### config.mk
export PLATFORM = sky130hd
export DESIGN_NAME = hrwl_hash
export DESIGN_NICKNAME = d
export VERILOG_FILES = /design/src/design/hrwl_pkg.sv /design/src/design/hrwl_hash.sv
export SDC_FILE = /design/constraint.sdc
export NUM_CORES = 1
export LEC_CHECK = 0
export ABC_AREA = 1
export BUFFER_PORTS_ARGS = -buffer_cell sky130_fd_sc_hd__buf_2
export CORE_ASPECT_RATIO = 0.9
export CORE_MARGIN = 4
export CORE_UTILIZATION = 50
export CTS_BUF_LIST = sky130_fd_sc_hd__clkbuf_2
export DETAILED_ROUTE_END_ITERATION = 16
export PLACE_DENSITY = 0.67
export SLEW_MARGIN = 40
export SYNTH_ARGS = -nofsm -noshare
export SYNTH_HDL_FRONTEND = slang
export SYNTH_SLANG_ARGS = --single-unit
### constraint.sdc
create_clock -name i_clk -period 4.6 [get_ports i_clk]
set_input_delay 0.46 -clock i_clk [delete_from_list [all_inputs] [get_ports i_clk]]
set_output_delay 0.46 -clock i_clk [all_outputs]
set_load 0.02 [all_outputs]
### src/design/hrwl_pkg.sv
package hrwl_pkg;

    localparam int HASH_W   = 64;
    localparam int BYTE_W   = 8;
    localparam int REQ_W    = 2;
    localparam int CFG_W    = 11;
    localparam int BUCKET_W = 10;
    localparam int SHIFT    = 5;

    localparam logic [HASH_W-1:0] HASH_SEED = 64'd5381;
    localparam logic [CFG_W-1:0]  NUM_LOCKS_RESET = 11'd1024;

    localparam logic [REQ_W-1:0] REQ_READ   = 2'd0;
    localparam logic [REQ_W-1:0] REQ_WRITE  = 2'd1;
    localparam logic [REQ_W-1:0] REQ_UNLOCK = 2'd2;

    typedef enum logic [1:0] {
        ST_GRANTED  = 2'd0,
        ST_BUSY     = 2'd1,
        ST_NOT_HELD = 2'd2,
        ST_OVERFLOW = 2'd3
    } t_status;

    typedef enum logic [2:0] {
        S_CLEAR,
        S_HASH,
        S_DIV,
        S_READ,
        S_WRITE
    } t_state;

    typedef struct packed {
        logic clear;
        logic read;
        logic write;
    } t_tbl_cmd;

endpackage

### src/design/hrwl_hash.sv
module hrwl_hash (
    input  logic                             i_clk,
    input  logic                             i_rst_n,
    input  logic                             i_accept,
    input  logic signed [hrwl_pkg::BYTE_W-1:0] i_key_byte,
    input  logic                             i_byte_valid,
    input  logic                             i_last_byte,
    output logic [hrwl_pkg::HASH_W-1:0]      o_fold
);

    logic [hrwl_pkg::HASH_W-1:0] r_hash;
    logic [hrwl_pkg::HASH_W-1:0] n_hash;
    logic [hrwl_pkg::HASH_W-1:0] byte_ext;

    // hash * 33 + sign-extended byte, wrapping
    always_comb begin
        byte_ext = {{(hrwl_pkg::HASH_W-hrwl_pkg::BYTE_W){i_key_byte[hrwl_pkg::BYTE_W-1]}},
                    i_key_byte};
        if (i_byte_valid) begin
            o_fold = (r_hash << hrwl_pkg::SHIFT) + r_hash + byte_ext;
        end else begin
            o_fold = r_hash;
        end
        n_hash = i_last_byte ? hrwl_pkg::HASH_SEED : o_fold;
    end

    always_ff @(posedge i_clk) begin
        if (!i_rst_n) begin
            r_hash <= hrwl_pkg::HASH_SEED;
        end else if (i_accept) begin
            r_hash <= n_hash;
        end
    end

endmodule

* Word level (Yosys, flattened, before mapping)
Index checks and enable logic that the tools add are counted.
Word-level totals: bits of input ports 13, register bits after elaboration 64, word-level logic and storage cells 5, output and inout bits 64
Operators by class: add/subtract/negate cells 2, multiplexer cells 2
Operators by type and width (number):
- adder 64 bit | 2
- two-way mux 64 bit | 2

* Longest topological paths before layout
depth after elaboration 4, gate-level depth with buffers 19, gate-level depth less buffers 19

* Least setup slack after synthesis
Ideal clock, no wire load.
path type input-to-output, from input i_key_byte[5] (netlist bit), to output o_fold[31] (netlist bit), data arrival time 2.600 ns, slack 1.540 ns, stages 14, buffers on the path 0, data required time 4.140 ns, cells stage by stage inv_1 > fa_1 > inv_1 > ha_1 > nand2_1 > inv_1 > nand2_1 > nand3_2 > nand2_1 > nand2_1 > nand2_1 > nand2_2 > xnor2_1 > a21boi_0
On the way: word-level cells in the longest chain between the ends 2
RTL lines:
- from (decl) | line hrwl_hash.sv:5 | input logic signed [hrwl_pkg::BYTE_W-1:0] i_key_byte,
- adder 64 bit | line hrwl_hash.sv:20 | o_fold = (r_hash << hrwl_pkg::SHIFT) + r_hash + byte_ext;
- two-way mux 64 bit | line hrwl_hash.sv:19 | if (i_byte_valid) begin
- to (decl) | line hrwl_hash.sv:8 | output logic [hrwl_pkg::HASH_W-1:0] o_fold
No other way between the ends.

* Final worst setup path
from register r_hash[21] (netlist bit), to output o_fold[60] (netlist bit)
On the way: word-level cells in the longest chain between the ends 3
RTL lines:
- from (decl) | line hrwl_hash.sv:11 | logic [hrwl_pkg::HASH_W-1:0] r_hash;
- from (signal assigned) | line hrwl_hash.sv:29 | r_hash <= hrwl_pkg::HASH_SEED;
- from (signal assigned) | line hrwl_hash.sv:31 | r_hash <= n_hash;
- adder 64 bit (2 in series) | line hrwl_hash.sv:20
- two-way mux 64 bit | line hrwl_hash.sv:19
No other way between the ends.

==> flow_summary_export.csv <==
group,metric,value,unit
floorplan,fp.dieH,143.8,um
logic_synthesis,synth_warnings,0,
clock_tree,tritoncts,"built",
logic_synthesis,syn-num-nets,1916,
drt,ant_nets,0,
finish,multi_input_area,7546,um^2
floorplan,start_util,0.5111,
grt,use_met3,0.05420,
sta,worstMarginPinSlew,778.3,ps
pwr,combinationalPowerShare,0.610,
grt,antenna_found_initial,1,
grt,grt_pass1_vias,9764,
place,io_buffers,76,
clock_tree,htreeDepth,3,
finish,largest_register_ffs,64,
pwr,p_leak,6.254,nW
grt,use_met2,0.4539,
sta,setup_viol,0,
floorplan,dieArea,22850,um^2
pwr,ir_drop,0.1766,mV
grt,grt_usage,0.2933,
logic_synthesis,yosysSeqAreaShare,0.1250,
pwr,powerDensity,237.2,nW/um^2
drt,routedWlPerCell,15.90,um
sta,hold_viol,0,
floorplan,die_w,158.9,um
floorplan,num_rows,49,
floorplan,coreArea,20050,um^2
finish,regArea,1281,um^2
finish,drive_gt1_frac,0.1145,
logic_synthesis,synth_area_per_cell,5.766,um^2
sta,relSlewSlack,0.4799,
clock_tree,cts_resized,0,
pwr,p_seq_frac,0.243,
finish,final_common_cell,"nand2_1",
clock_tree,cts-root-buf,"clkbuf_2",
logic_synthesis,ys_seq_elements,64,
drt,drt-vias-per-instance,5.081,
sta,slew_viol_final,0,
finish,syn2layout_area_growth,7.400,%
clock_tree,clk_latency,600,ps
clock_tree,path_clk_slew,240,ps
floorplan,ios,77,
logic_synthesis,synth_top_area_share,0.2575,
clock_tree,cts_buffers,9,
status,status,"finished, final reports clean",
place,placed_cells,2082,
pwr,total_power,2.610,mW
finish,final_cell_mix,"nand2_1, inv_1, nand3_1, a21oi_1, nor2_1",
place,place_congestion,1.008,
worst_setup_path,cp.arrival,3720,ps
worst_setup_path,worstPathRequired,4140,ps
drt,vias,10670,
finish,num-nets-final,1977,
worst_setup_path,reg2reg_slack,1500,ps
sta,whs,63.73,ps
drt,drt_iter0_markers,853,
pwr,internal_power,1.235,mW
pwr,clockPowerShare,0.147,
worst_setup_path,cp_max_fo,4,
sta,fin_tns_setup,0,ps
sta,fin_crit_sh,0.9091,
logic_synthesis,synthCells,1777,
finish,final_core_util,0.5489,
worst_setup_path,cp-start-kind,"register",
worst_setup_path,startpoint,"r_hash[21]$_SDFFE_PN0P_",
clock_tree,cts_setup_buffers,0,
flow_run,cap_violations,0,
clock_tree,clock_path_buffers,2,
worst_setup_path,crit_end,"o_fold[60]",
finish,post_layout_nonfiller_instances,2099,
finish,fillers,2121,
sta,min_period,4182,ps
drt,drc_errors,0,
grt,met1_usage,0.4265,
worst_setup_path,worst_setup_path_end_kind,"primary output",
logic_synthesis,yosys.area.top_type,"nand2_1",
pwr,switching_power,1.376,mW
logic_synthesis,synthTopCellsByArea,"nand2_1, dfxtp_1, inv_1, fa_1, ha_1",
place,dpl.hpwl,27550,um
sta,rsz0062_at_grt,"false",
grt,grt_overflow,0,
worst_setup_path,crit_type,"reg -> out",
clock_tree,clock_sinks,64,
logic_synthesis,yosys.cell_types.count,35,
grt,grt_max_degree,67,
finish,regMostFlops,"r_hash",
clock_tree,ctsHoldBuffers,0,
pwr,switching_share,0.5270,
drt,dr.pass1.iters,6,
drt,drt-total-wl,33380,um
worst_setup_path,reg2reg_depth,14,
sta,fin_worst_skew,34.78,ps
grt,grt_pass1_wl,53070,um
sta,fmax,239.1,MHz
logic_synthesis,netlist_area,10250,um^2
grt,top_usage_layer,"met2",
finish,reg.largest.list,"r_hash x64",
worst_setup_path,worst_r2r_endpoint,"r_hash[60]$_SDFFE_PN0P_",
worst_setup_path,rr_startpoint,"r_hash[21]$_SDFFE_PN0P_",
worst_hold_path,hold_path_class,"in -> reg",
[cells by family after synthesis]
family	Yosys count	share of synthesized area
DFF	64	0.1250
and+or+nand+nor	1024	0.4280
AOI/OAI and AO/OA	155	0.08499
adders and majority gates	126	0.1971
xor gates and xnor gates	30	0.02564
buffers and inverters	378	0.1392
[worst min-delay path by stage]
stage | start | end | slack, ps | cells past startpoint
finish | i_rst_n | r_hash[0]$_SDFFE_PN1P_ | 60 | 2
global route | i_rst_n | r_hash[2]$_SDFFE_PN1P_ | 30 | 2
CTS | i_rst_n | r_hash[0]$_SDFFE_PN1P_ | 30 | 2
detailed placement | r_hash[63]$_SDFFE_PN0P_ | r_hash[63]$_SDFFE_PN0P_ | 490 | 2
global placement | r_hash[63]$_SDFFE_PN0P_ | r_hash[63]$_SDFFE_PN0P_ | 470 | 2
floorplan | r_hash[63]$_SDFFE_PN0P_ | r_hash[63]$_SDFFE_PN0P_ | 460 | 2
[layer usage]
layer  up-vias  part of all wire
li1       5492                 -
met1      4789              0.50
met2       348              0.41
met3        36             0.075
met4         0             0.020
met5         -                 0
[area by class of cell]
type	instances	area share
Timing Repair Buffer	82	0.04116
Multi-Input combinational cell	1335	0.6857
Clock inverter	5	0.004434
Antenna cell	2	0.0004548
Sequential cell	64	0.1164
Clock buffer	10	0.004548
Tap cell	255	0.02899
Inverter	346	0.1182
[stage by stage]
step / instance area (um^2) / setup slack, ps
6_report: 11000 / 418.3
5_1_grt: 11000 / 136.8
3_5_place_dp: 10900 / 717.8
4_1_cts: 11000 / 440.7
2_1_floorplan: 10250 / 1540
3_3_place_gp: 10900 / 703.3
[critical path, cell delays in order (launching register included)]
cell and delay, ps:
dfxtp_1 510, fa_1 460, ha_1 370, nand2_1 120, nor2_1 230, nand2_1 160
nor3_1 170, o21ai_1 130, nand2_1 250, nand2_1 180, nand3_1 100, nand3_1 110
and2_1 180, buf_2 150
[cells in the mapped netlist]
| cell type | n |
|---|---|
| nand4_1 | 4 |
| o21ai_2 | 9 |
| nor2_1 | 84 |
| nand2_1 | 703 |
| o21ai_0 | 19 |
| nand3b_1 | 1 |
| o21a_1 | 5 |
| a21oi_1 | 101 |
| or2_2 | 32 |
| xor2_1 | 3 |
| buf_1 | 3 |
| nor4_2 | 2 |
| inv_1 | 340 |
| o21ai_1 | 5 |
| clkbuf_2 | 1 |
| nand2_2 | 24 |
| fa_1 | 59 |
| nand3_1 | 102 |
| nand3b_4 | 1 |
| buf_2 | 5 |
| a21boi_2 | 3 |
| o211ai_1 | 5 |
| ha_1 | 67 |
| nor3_1 | 6 |
| xnor2_1 | 27 |
| nor2_2 | 22 |
| and2_1 | 28 |
| nor3_2 | 8 |
| dfxtp_1 | 64 |
| inv_2 | 6 |
| a21boi_0 | 3 |
| o22ai_1 | 2 |
| nand3_2 | 7 |
| o21bai_1 | 3 |
| clkbuf_1 | 23 |
[power groups by stage]
| stage | Sequential, mW | Combinational, mW | Clock, mW |
|---|---|---|---|
| final | 0.635 | 1.59 | 0.383 |
| after global routing | 0.640 | 1.78 | 0.417 |
| after CTS | 0.634 | 1.59 | 0.396 |
| after detailed placement | 0.645 | 1.58 | 0 |
| after global placement | 0.645 | 1.56 | 0 |
| after floorplan | 0.626 | 1.15 | 0 |
Power figures use the tool's default switching activity.
