### config.mk
export PLATFORM = sky130hd
export DESIGN_NAME = hrwl_div
export DESIGN_NICKNAME = d
export VERILOG_FILES = /design/src/design/hrwl_pkg.sv /design/src/design/hrwl_div.sv
export SDC_FILE = /design/constraint.sdc
export NUM_CORES = 1
export LEC_CHECK = 0
export BUFFER_PORTS_ARGS = -buffer_cell sky130_fd_sc_hd__buf_2
export CORE_MARGIN = 2
export CORE_UTILIZATION = 45
export DETAILED_ROUTE_END_ITERATION = 16
export PLACE_DENSITY_LB_ADDON = 0.25
export SETUP_SLACK_MARGIN = 0.3
export SYNTH_ARGS = -nofsm -noshare
export SYNTH_HDL_FRONTEND = slang
export SYNTH_SLANG_ARGS = --single-unit
export TNS_END_PERCENT = 5
### constraint.sdc
create_clock -name i_clk -period 3.9 [get_ports i_clk]
set_clock_uncertainty 0.15 [all_clocks]
set_input_delay 0.195 -clock i_clk [delete_from_list [all_inputs] [get_ports i_clk]]
set_output_delay 0.195 -clock i_clk [all_outputs]
set_load 0.05 [all_outputs]
### src/design/hrwl_pkg.sv
package hrwl_pkg;

    localparam int HASH_W   = 64;
    localparam int BYTE_W   = 8;
    localparam int REQ_W    = 2;
    localparam int CFG_W    = 11;
    localparam int BUCKET_W = 10;
    localparam int SHIFT    = 5;

    localparam logic [HASH_W-1:0] HASH_SEED = 64'd5381;
    localparam logic [CFG_W-1:0]  NUM_LOCKS_RESET = 11'd1024;

    localparam logic [REQ_W-1:0] REQ_READ   = 2'd0;
    localparam logic [REQ_W-1:0] REQ_WRITE  = 2'd1;
    localparam logic [REQ_W-1:0] REQ_UNLOCK = 2'd2;

    typedef enum logic [1:0] {
        ST_GRANTED  = 2'd0,
        ST_BUSY     = 2'd1,
        ST_NOT_HELD = 2'd2,
        ST_OVERFLOW = 2'd3
    } t_status;

    typedef enum logic [2:0] {
        S_CLEAR,
        S_HASH,
        S_DIV,
        S_READ,
        S_WRITE
    } t_state;

    typedef struct packed {
        logic clear;
        logic read;
        logic write;
    } t_tbl_cmd;

endpackage

### src/design/hrwl_div.sv
module hrwl_div (
    input  logic                        i_clk,
    input  logic                        i_rst_n,
    input  logic                        i_start,
    input  logic [hrwl_pkg::HASH_W-1:0] i_dividend,
    input  logic [hrwl_pkg::CFG_W-1:0]  i_divisor,
    output logic                        o_done,
    output logic [hrwl_pkg::CFG_W-1:0]  o_rem
);

    localparam int CNT_W = $clog2(hrwl_pkg::HASH_W);

    logic [hrwl_pkg::HASH_W-1:0] r_dvd;
    logic [hrwl_pkg::CFG_W-1:0]  r_div;
    logic [hrwl_pkg::CFG_W-1:0]  r_rem;
    logic [CNT_W-1:0]            r_cnt;
    logic                        r_busy;
    logic                        r_done;
    logic [hrwl_pkg::CFG_W:0]    trial;
    logic [hrwl_pkg::CFG_W:0]    n_part;

    // one quotient bit a cycle: shift in the next dividend bit, subtract if it fits
    always_comb begin
        trial = {r_rem, r_dvd[hrwl_pkg::HASH_W-1]};
        if (trial >= {1'b0, r_div}) begin
            n_part = trial - {1'b0, r_div};
        end else begin
            n_part = trial;
        end
    end

    always_ff @(posedge i_clk) begin
        if (!i_rst_n) begin
            r_busy <= 1'b0;
            r_done <= 1'b0;
            r_cnt  <= '0;
        end else begin
            r_done <= 1'b0;
            if (i_start) begin
                r_busy <= 1'b1;
                r_cnt  <= '0;
            end else if (r_busy) begin
                r_cnt <= r_cnt + 1'b1;
                if (r_cnt == CNT_W'(hrwl_pkg::HASH_W - 1)) begin
                    r_busy <= 1'b0;
                    r_done <= 1'b1;
                end
            end
        end
    end

    always_ff @(posedge i_clk) begin
        if (i_start) begin
            r_dvd <= i_dividend;
            r_div <= i_divisor;
            r_rem <= '0;
        end else if (r_busy) begin
            r_dvd <= r_dvd << 1;
            r_rem <= n_part[hrwl_pkg::CFG_W-1:0];
        end
    end

    assign o_done = r_done;
    assign o_rem  = r_rem;

endmodule

Word-level counts from Yosys, hierarchy flattened --
Index checks and enable logic that the tools add are counted.
Storage, ports and cells: register bits 94, logic and storage cells 22, input bits 78
Cells by class: magnitude comparators 1, reductions and logical operators 3, bitwise operators 2, multiplexer cells 7, eq/ne operators 1, add/subtract/negate cells 2
Operators by type and width (count):
- 64-bit 2-to-1 mux | 2
- 12-bit by 11-bit greater-or-equal comparator with 1-bit output | 1
- 11-bit 2-to-1 mux | 1
- 11-bit subtractor | 1
- 6-bit by 1-bit adder with 6-bit output (second input constant) | 1
- 6-bit == test (second input constant) | 1
- 1-bit 2-to-1 mux | 4
- 3-bit OR reduction | 1
- 1-bit NOT | 2
- 2-bit nonzero test | 1
- 2-bit OR reduction | 1

Logic depth before layout (Yosys ltp) --
word-level depth 4, gate-level depth with buffers 10, depth with buffers taken out 9

Worst setup path after synthesis --
Ideal clock, no wire load.
kind register to register, start register r_rem (netlist bit o_rem[0]), end register r_rem (netlist bit o_rem[6]), setup slack 0.879 ns, clock period less this slack 3.021 ns, required time 3.662 ns, library setup time 0.088 ns, cell stages (with the launch flop) 10, buffers on the path 1, arrival 2.783 ns, cell sequence dfxtp_1 -> inv_1 -> fa_1 -> nand2b_2 -> o2bb2ai_2 -> a211o_1 -> and2_1 -> buf_6 -> or3b_1 -> a311oi_2
On the way: cells in the longest elaborated chain, start to end 2, elaborated cells on any way between the ends 3, classes of those cells add/sub (1); order compare (1); mux (1)
RTL lines:
- from (decl) | RTL line hrwl_div.sv:15 | logic [hrwl_pkg::CFG_W-1:0] r_rem;
- from (signal assigned) | RTL line hrwl_div.sv:59 | r_rem <= n_part[hrwl_pkg::CFG_W-1:0];
- 11-bit subtractor or 12-bit by 11-bit greater-or-equal comparator with 1-bit output (tied branches) | RTL line hrwl_div.sv:26, hrwl_div.sv:25
- 11-bit 2-to-1 mux * | RTL line hrwl_div.sv:25 | if (trial >= {1'b0, r_div}) begin
Every way passes the cells marked *; elsewhere a longest branch is shown, timed or not. A chain may end at the register's enable or synchronous reset.

Final worst setup path --
start register r_dvd[63] (netlist bit), end register r_rem (netlist bit o_rem[6])
On the way: cells in the longest elaborated chain, start to end 2, elaborated cells on any way between the ends 3, classes of those cells add/sub (1); order compare (1); mux (1)
RTL lines:
- from (decl) | RTL line hrwl_div.sv:13 | logic [hrwl_pkg::HASH_W-1:0] r_dvd;
- from (signal assigned) | RTL line hrwl_div.sv:54 | r_dvd <= i_dividend;
- from (signal assigned) | RTL line hrwl_div.sv:58 | r_dvd <= r_dvd << 1;
- 11-bit subtractor or 12-bit by 11-bit greater-or-equal comparator with 1-bit output (tied branches) | RTL line hrwl_div.sv:26, hrwl_div.sv:25
- 11-bit 2-to-1 mux * | RTL line hrwl_div.sv:25
Marked as above.

==> summary.txt <==
Timing
  – Worst-Margin Slew: 808 ps
  – Max_slew headroom: 46.1%
  – Period minus WS final: 2860 ps
  – Max Clock Freq: 349 MHz
  – Fin. max-slew vios: 0
  – Fin crit share: between 70% and 80%
  – Fin Setup TNS: 0 ps
  – RSZ-0062 raised after global routing: no
  – Final setup margin: around 1000 ps
  – Fin. Hold Viols: 0
  – # setup viols final: 0

Cells and area
  – Reg area: 2630 µm²
  – Fin nets: approximately 580
  – Area taken by multi-input logic gates: 1630 µm²
  – Fillers: 746
  – Total inserted antenna cells: 0
  – Share of cells above drive strength 1: between 30% and 40%
  – Area grow syn2layout: 34.3%

Die
  – Initial Util: 46.8%
  – Die width: around 100 µm
  – # IOs: 90
  – Row count: 35
  – Area of the die: 10,500 µm²
  – Die Y: 102 µm
  – Core ar.: 9330 µm²

Critical path
  – Reg2Reg Depth: 9
  – Reg-to-reg slack, setup: 1040 ps
  – Critical path class: reg2reg
  – Critical path arrival: 2970 ps
  – Crit path capture: o_rem[6]
  – Critical path data required time: 4010 ps
  – CP Max Fanout: 8
  – Worst r2r src: r_dvd[63]
  – Worst setup startpoint: r_dvd[63]
  – RR Endpoint: o_rem[6]
  – CP endpoint kind: flop
  – Startpoint type of the worst setup path: flop

Yosys
  – #FFs+latches synth: 94
  – Post-synth top area share: 51.6%
  – Largest cells by area after synthesis: edfxtp_1, mux2_2, dfxtp_1
  – Cell variety after synth: 44
  – Synth async-reset ratio: 0%
  – Register area share after synthesis: 60.3%
  – YS warnings: 0
  – Number of synthesized flops with an enable pin: 75
  – Post-synth top area cell: edfxtp_1
  – Mapped Cells: 319
  – Area of the mapped netlist: 4370 µm²
  – Prevailing post-synth register cell: edfxtp_1
  – Avg Inst Size Synth: 13.7 µm²
  – Mapped Nets: 410

Flow run
  – Total of max-cap violations: 0

Clock tree
  – TritonCTS buffer count: 9
  – Postcts setup bufs: 0
  – Clock Path Buffers: 2
  – Clk_lat worst skew: 350 ps
  – Root buffer cell: clkbuf_8
  – CTS Hold Bufs: 71
  – CTS tree: done
  – Post-CTS sizing: 0
  – Clock H-tree levels: 3
  – Clk slew on worst S/H paths: roughly 80 ps
  – # clock sinks: 94

Routing
  – Drt first pass iters: 4
  – Via count: 3,154
  – DRT iter0 DRCs: approximately 140
  – Vias per inst: approximately 5.1
  – Total wire length: 9180 µm
  – Post-route ant nets: 0
  – Drc violations: 0
  – Routed wire length per instance: 14.9 µm

Placement
  – Pre-CTS WS: 1070 ps
  – Dpl hpwl: 5730 µm
  – Buffers on Ports: 89
  – Routability cong.: 0.853

Global routing
  – Vias in the first global route: 3,248
  – Total GRT Usage: 18.3%
  – First-pass GRT wire length: 14,800 µm
  – Largest net degree at the start of global routing: 65
  – Initial antenna violation count: 0
  – Gr ovfl total: 0

Power
  – Leak: 2.37 nW
  – Power Density: 371 nW/µm²
  – Maximum VDD drop: 0.229 mV

Run status
  – Status: finished clean

Min path
  – Hold WC Path Type: in2reg
-- logic make-up after synthesis --
group                      count (synthesis)  synth area share (%)
xor gates and xnor gates                   8                  1.60
DFF                                       94                  60.3
muxes                                     67                  17.2
AOI/OAI and AO/OA                         51                  7.82
buffers and inverters                     26                  2.41
adders and majority gates                 13                  3.90
and+or+nand+nor                           60                  6.74
-- cell usage after synthesis, types with 2 or more instances --
master     n
a211oi_1   2
a21o_1     2
a21oi_1   14
a22o_1     3
and2_1     2
buf_1      2
clkbuf_1   7
dfxtp_1   19
edfxtp_1  75
ha_1      12
inv_1     16
mux2_2    65
mux2i_1    2
nand2_1   16
nand2b_1   3
nand4_1    4
nor2_1    19
nor2b_1    3
nor3_1     3
o21a_1     4
o21ai_0   15
or3_1      3
xnor2_1    4
xor2_1     4
-- power breakdown --
part / total (mW) / internal, mW / switching [mW] / leakage, nW
registers: 1.22 / 1.19 / 0.0312 / 0.906
logic: 0.327 / 0.179 / 0.148 / 1.37
clock network: 0.630 / 0.292 / 0.338 / 0.0908
total: 2.18 / 1.66 / 0.517 / 2.37
-- critical path, stage by stage, from the launching register on --
cell	delay, ps
edfxtp_1	350
inv_1	50
ha_1	220
fa_1	410
nand2b_2	210
o2bb2ai_2	140
a211o_1	360
and2_1	260
or3b_1	410
a311oi_2	230
-- placed cells by master (no fill, tap or decap), types with 3 or more instances in the layout --
cell and count:
buf_2 88, edfxtp_1 75, xnor2_1 4, dlygate4sd3_1 73
o21ai_0 15, ha_1 12, xor2_1 4, mux2_2 65
clkbuf_8 9, nor3_1 3, inv_1 15, a22o_1 3
nand2b_1 3, nand4_1 4, nor2b_1 3, dfxtp_1 19
nand2_1 16, or3_1 3, a21oi_1 14, buf_4 3
nor2_1 19, o21a_1 4
-- area by class of cell --
cell class                 instances  area share, %
multi-input combinational        199           27.8
clock buffer                       9           2.11
inverter                          16           1.02
tap                              129           2.75
clock inverter                     6           1.07
sequential                        94           44.9
timing repair buffer             164           20.4
-- flip-flops by register name, indices dropped and copies added (netlist names) --
register	flops
r_dvd	64
r_div	11
r_cnt	6
o_done	1
r_busy	1
o_rem	11
-- metal layers --
layer / wire length, µm / GRT usage (%) / share of wire (%)
met2: 4620 / 30.9 / 50
met4: 205 / 7.59 / 2.2
met3: 507 / 4.54 / 5.5
met1: 3840 / 22.6 / 42
met5: 0 / 0 / 0
-- worst min-delay path by stage --
stage / end / cells after the start / start
floorplan: r_div[0] / 0 / i_divisor[0]
global placement: r_div[8] / 1 / i_divisor[8]
detailed placement: r_div[6] / 1 / i_divisor[6]
CTS: r_dvd[39] / 2 / i_dividend[39]
global route: r_dvd[39] / 2 / i_dividend[39]
finish: r_dvd[63] / 2 / i_dividend[63]
-- metrics by stage --
stage | utilization, % | hold slack (ps) | instance area [µm²] | cells | total power [mW]
finish | 62.8 | 17.5 | 5860 | 617 | 2.18
global route | 62.8 | 15.1 | 5860 | 617 | 2.27
CTS | 62.6 | 0.0892 | 5840 | 615 | 2.19
detailed placement | 53.0 | 224 | 4940 | 529 | 1.51
global placement | 53.0 | 222 | 4940 | 529 | 1.50
floorplan | - | 144 | 4370 | 319 | 1.42
(Power assumes the default switching activity.)
